[config.mk]
export PLATFORM = sky130hd
export DESIGN_NAME = bb3_ctrl
export DESIGN_NICKNAME = d
export VERILOG_FILES = /design/src/rtl/bb3_pkg.sv /design/src/rtl/bb3_ctrl.sv
export SDC_FILE = /design/constraint.sdc
export NUM_CORES = 1
export LEC_CHECK = 0
export BUFFER_PORTS_ARGS = -buffer_cell sky130_fd_sc_hd__buf_2
export CAP_MARGIN = 0
export CORE_AREA = 2 2 39 41
export CTS_BUF_LIST = sky130_fd_sc_hd__clkbuf_4 sky130_fd_sc_hd__clkbuf_8
export DETAILED_ROUTE_END_ITERATION = 16
export DIE_AREA = 0 0 41 43
export PLACE_DENSITY_LB_ADDON = 0.25
export SETUP_SLACK_MARGIN = 0.02
export SYNTH_ARGS = -nofsm -noshare
export SYNTH_HDL_FRONTEND = slang
export SYNTH_SLANG_ARGS = --single-unit
[constraint.sdc]
create_clock -name clk -period 1.8 [get_ports clk]
set_input_delay 0 -clock clk [delete_from_list [all_inputs] [get_ports clk]]
set_output_delay 0 -clock clk [all_outputs]
set_load 0.005 [all_outputs]
[src/rtl/bb3_pkg.sv]
// ---------------------------------------------------------------------------
// bb3_pkg
// Shared constants, types and helpers of the 3x3 RGB box blur.
// ---------------------------------------------------------------------------
package bb3_pkg;

    localparam int MAX_WIDTH = 1024;
    localparam int COL_W     = $clog2(MAX_WIDTH);
    localparam int ROW_W     = 16;
    localparam int WID_W     = 11;
    localparam int PIX_W     = 24;
    localparam int SUM_W     = 12;
    localparam int X_W       = 13;
    localparam int RCP_W     = 20;
    localparam int PROD_W    = X_W + RCP_W;
    localparam int OUT_W     = 56;

    localparam logic REG_FRAME_WIDTH  = 1'b0;
    localparam logic REG_FRAME_HEIGHT = 1'b1;

    typedef enum logic [2:0] {
        ST_IDLE,
        ST_LOAD,
        ST_SUM,
        ST_MUL,
        ST_FIX
    } state_t;

    typedef struct packed {
        logic       accept;
        logic       load;
        logic       sum_en;
        logic       mul_en;
        logic       out_wr;
        logic       advance;
        logic [1:0] sel;      // {dr, dc}
    } cmd_t;

    typedef struct packed {
        logic [3:0] mask;     // which of the four results this pixel yields
        logic       out_busy;
    } stat_t;

    // ceil(2^20 / (2n)) for the pixel counts that occur
    function automatic logic [RCP_W-1:0] recip(input logic [3:0] n);
        logic [RCP_W-1:0] m;
        case (n)
            4'd1:    m = 20'd524288;
            4'd2:    m = 20'd262144;
            4'd3:    m = 20'd174763;
            4'd4:    m = 20'd131072;
            4'd6:    m = 20'd87382;
            4'd9:    m = 20'd58255;
            default: m = 20'd524288;
        endcase
        return m;
    endfunction

endpackage

[src/rtl/bb3_ctrl.sv]
// ---------------------------------------------------------------------------
// bb3_ctrl
// Sequencer: accept, line store update, then one pass per result.
// ---------------------------------------------------------------------------
module bb3_ctrl (
    input  logic            clk,
    input  logic            rst_n,
    input  logic            in_valid,
    output logic            in_ready,
    input  bb3_pkg::stat_t  stat,
    output bb3_pkg::cmd_t   cmd
);

    bb3_pkg::state_t state_reg, state_next;
    logic [1:0] k_reg, k_next;

    // first set mask bit at or after start
    function automatic logic [2:0] find_from(input logic [3:0] mask,
                                             input logic [2:0] start);
        logic [2:0] res;
        res = 3'd4;
        for (int i = 3; i >= 0; i--)
        begin
            if (mask[i] && (3'(i) >= start))
                res = 3'(i);
        end
        return res;
    endfunction

    always_ff @(posedge clk or negedge rst_n)
    begin
        if (!rst_n)
        begin
            state_reg <= bb3_pkg::ST_IDLE;
            k_reg     <= 2'd0;
        end
        else
        begin
            state_reg <= state_next;
            k_reg     <= k_next;
        end
    end

    always_comb
    begin
        logic [2:0] nxt;
        state_next = state_reg;
        k_next     = k_reg;
        cmd        = '0;
        cmd.sel    = k_reg;
        in_ready   = 1'b0;
        nxt        = 3'd4;
        case (state_reg)
            bb3_pkg::ST_IDLE:
            begin
                in_ready = 1'b1;
                if (in_valid)
                begin
                    cmd.accept = 1'b1;
                    state_next = bb3_pkg::ST_LOAD;
                end
            end
            bb3_pkg::ST_LOAD:
            begin
                cmd.load = 1'b1;
                nxt = find_from(stat.mask, 3'd0);
                if (nxt[2])
                begin
                    cmd.advance = 1'b1;
                    state_next  = bb3_pkg::ST_IDLE;
                end
                else
                begin
                    k_next     = nxt[1:0];
                    state_next = bb3_pkg::ST_SUM;
                end
            end
            bb3_pkg::ST_SUM:
            begin
                cmd.sum_en = 1'b1;
                state_next = bb3_pkg::ST_MUL;
            end
            bb3_pkg::ST_MUL:
            begin
                cmd.mul_en = 1'b1;
                state_next = bb3_pkg::ST_FIX;
            end
            bb3_pkg::ST_FIX:
            begin
                if (!stat.out_busy)
                begin
                    cmd.out_wr = 1'b1;
                    nxt = find_from(stat.mask, {1'b0, k_reg} + 3'd1);
                    if (nxt[2])
                    begin
                        cmd.advance = 1'b1;
                        state_next  = bb3_pkg::ST_IDLE;
                    end
                    else
                    begin
                        k_next     = nxt[1:0];
                        state_next = bb3_pkg::ST_SUM;
                    end
                end
            end
            default:
            begin
                state_next = bb3_pkg::ST_IDLE;
            end
        endcase
    end

endmodule

==> impl_metrics.yaml <==
worst_setup_path:
  crit_path_max_incr_delay_ps: 560
  critPathLaunch: "state_reg[1]"
  worstPathCellList: "or4b_4 > nor3_1 > a31o_2 > buf_2"
  endpoint_kind: "output pin"
  crit_buf_inv: 1
  rr_startpoint: "state_reg[1]"
  slowest_stage: "or4b_4"
  crit_path_start_kind: "flop"
  crit_fanout: 7
  worstSetupPathType: "reg2out"
  crit_family: "simple AND/OR/NAND/NOR gates"
  cp.arrival_ps: 1620
  required_ps: 1800
clock_network:
  clkTransAtPathRegs_ps: 40
  clk_latency_ps: 240
  ctsResizeCount: 0
  cts_buffers: 3
  cts_tree: "done"
  clock-sinks: 5
  cts-root-buf: "clkbuf_4"
  cts_buffer_depth: 2
  htree_num_levels: 1
floorplan:
  pin_count: 17
  start_util_pct: 29.20
  row_count: 14
  die_x_um: 41
  die_area_um2: 1763
  die_height_um: 43
  core-area_um2: 1384
routing:
  first_pass_iters: 4
  wl_met1_um: 468
  routed_wl_um: 963
  ant_nets: 0
  wl_per_cell_um: 11.20
  post_drt_via_cell_ratio: 4.907
  dr_wl_met3_um: 45
  dr_wl_met2_um: 448
  top_layer_used: "met3"
  drt_iter0_markers: 18
  vias: 422
  drcViolationCount: 0
yosys:
  synth_most_common_cell: "inv_1"
  synth_top_family_by_area: "simple AND/OR/NAND/NOR gates"
  synth_adder_area_share_pct: 0
  synth_edf_count: 0
  seq_area_frac_synth_pct: 30.96
  ys.warnings.count: 0
  ys_types: 25
  synth_common_cells: "inv_1 (6), dfrtp_1 (5), nor2_1 (5), a21oi_1 (3), nand2b_1 (3)"
  yosys.area.top_type: "dfrtp_1"
  ys_top_cells_by_area: "dfrtp_1 (31%), a211oi_2 (6.2%), nor3b_2 (6.2%)"
  synth_top_area_share_pct: 30.96
  synthFlopType: "dfrtp_1"
  syn_avg_cell_area_um2: 8.786
  ys_ff_latch: 5
  synth-simple-area-share_pct: 31.58
  synth_xor_area_share_pct: 0
  async_flop_share_pct: 100.0
  synthesis.area_um2: 404.1
  synth_compound_area_share_pct: 26.93
  syn_inst: 46
  synthMuxAreaShare_pct: 4.954
  synth_nets: 54
sta:
  finalHoldViolCount: 0
  setup_viol: 0
  period_minus_slack_ps: 1618
  tightest_slew_ps: 332.0
  max_slew_margin_pct: 77.67
  fmax_ghz: 0.6182
  finalClockSkew_ps: 5.098
  slew_violations: 0
  finalCritPeriodShare_pct: 89.86
  fin_tns_setup_ps: 0
  rsz0062_at_grt: "false"
place:
  place_congestion: 0.7385
  numPortBuffers: 16
  place_inst: 79
  dp_hpwl_um: 772.8
layout:
  num_antenna_cells: 0
  largest_register_ffs: 3
  area_growth_pct: 41.49
  nNetsFinal: 79
  nFillCells: 146
  final_cells: 86
  drive_gt1_share_pct: 41.43
global_routing:
  grt_pass1_wl_mm: 1.656
  track_usage_pct: 13.87
  grt_overflow: 0
  antenna_found_initial: 0
  grt_max_degree: 8
  grt_pass1_vias: 376
power:
  power.leakage_nw: 0.2981
  ir_drop_mv: 0.9428
  p_sw_w: 0.0003045
  combPwrFrac_pct: 50.3
  p_clk_share_pct: 18.1
  p_per_area_nw_per_um2: 1366
  pwr-share-seq_pct: 31.7
  switching_share_pct: 38.98
  p_int_w: 0.0004766
run:
  maxCapViolations: 0
hold_path:
  hold_path.class: "in2async"
status:
  status: "finished, final reports clean"
[area by class of cell]
class | count | area, um2 | area share, %
Timing Repair Buffer | 20 | 117.6 | 20.57
Tap cell | 16 | 20.02 | 3.501
Multi-Input combinational cell | 35 | 256.5 | 44.86
Inverter | 6 | 22.52 | 3.939
Clock buffer | 4 | 30.03 | 5.252
Sequential cell | 5 | 125.1 | 21.88
[layout by cell type, fill, tap and decap left out, types with 2 or more instances in the layout]
master / netlist / layout
dfrtp_1: 5 / 5
dlygate4sd3_1: 0 / 3
nor3_1: 2 / 2
nor3b_2: 2 / 2
a211oi_2: 2 / 2
a21oi_1: 3 / 3
nor2_1: 5 / 5
mux2i_1: 2 / 2
buf_2: 0 / 16
inv_1: 6 / 6
clkbuf_4: 0 / 4
nand2b_1: 3 / 3
[metrics by stage]
stage	utilization, %	setup WS, ps	hold WS (ps)	power [W]	instance area (um2)
floorplan	-	303.5	-295.6	0.0004888	404.1
global placement	36.98	222.1	-178.0	0.0006345	511.7
global route	41.32	80.65	120.8	0.0008514	571.8
CTS	41.32	177.8	93.96	0.0007868	571.8
finish	41.32	182.5	99.76	0.0007810	571.8
detailed placement	36.98	216.5	-179.3	0.0006352	511.7
[power groups by stage]
stage	clock, W	sequential, W	combinational, W
3_3_place_gp	0	0.000246	0.000389
4_1_cts	0.000148	0.000244	0.000395
5_1_grt	0.000157	0.000259	0.000436
3_5_place_dp	0	0.000246	0.000389
6_report	0.000141	0.000247	0.000393
2_1_floorplan	0	0.000230	0.000259
[what timing repair did]
action,in CTS,in global routing
setup buffers,0,0
endpoints found under the hold margin,7,0
hold buffers,3,0
setup endpoints to repair,0,0
[cells by family after synthesis]
group / Yosys count
multiplexers: 2
flip-flops: 5
AND/OR/NAND/NOR: 19
AO/OA/AOI/OAI: 14
buffers and inverters: 6
[worst paths after layout]
kind / end / slack (ps) / cells past startpoint
setup / recovery: cmd[2] / 180 / 4
hold / removal: state_reg[0] / 100 / 2
setup reg to reg: k_reg[1] / 190 / 4
hold reg to reg: k_reg[0] / 630 / 2
max in group asynchronous: k_reg[0] / 1560 / 2
min in group clk: k_reg[1] / 190 / 3
[per-layer routing]
layer  track usage, %  up-vias
li1                 -      216
met1            20.79      197
met2            17.50        9
met3            4.712        0
met4            6.000        0
met5                0        -
No activity file was read; power rests on OpenSTA's default activity.
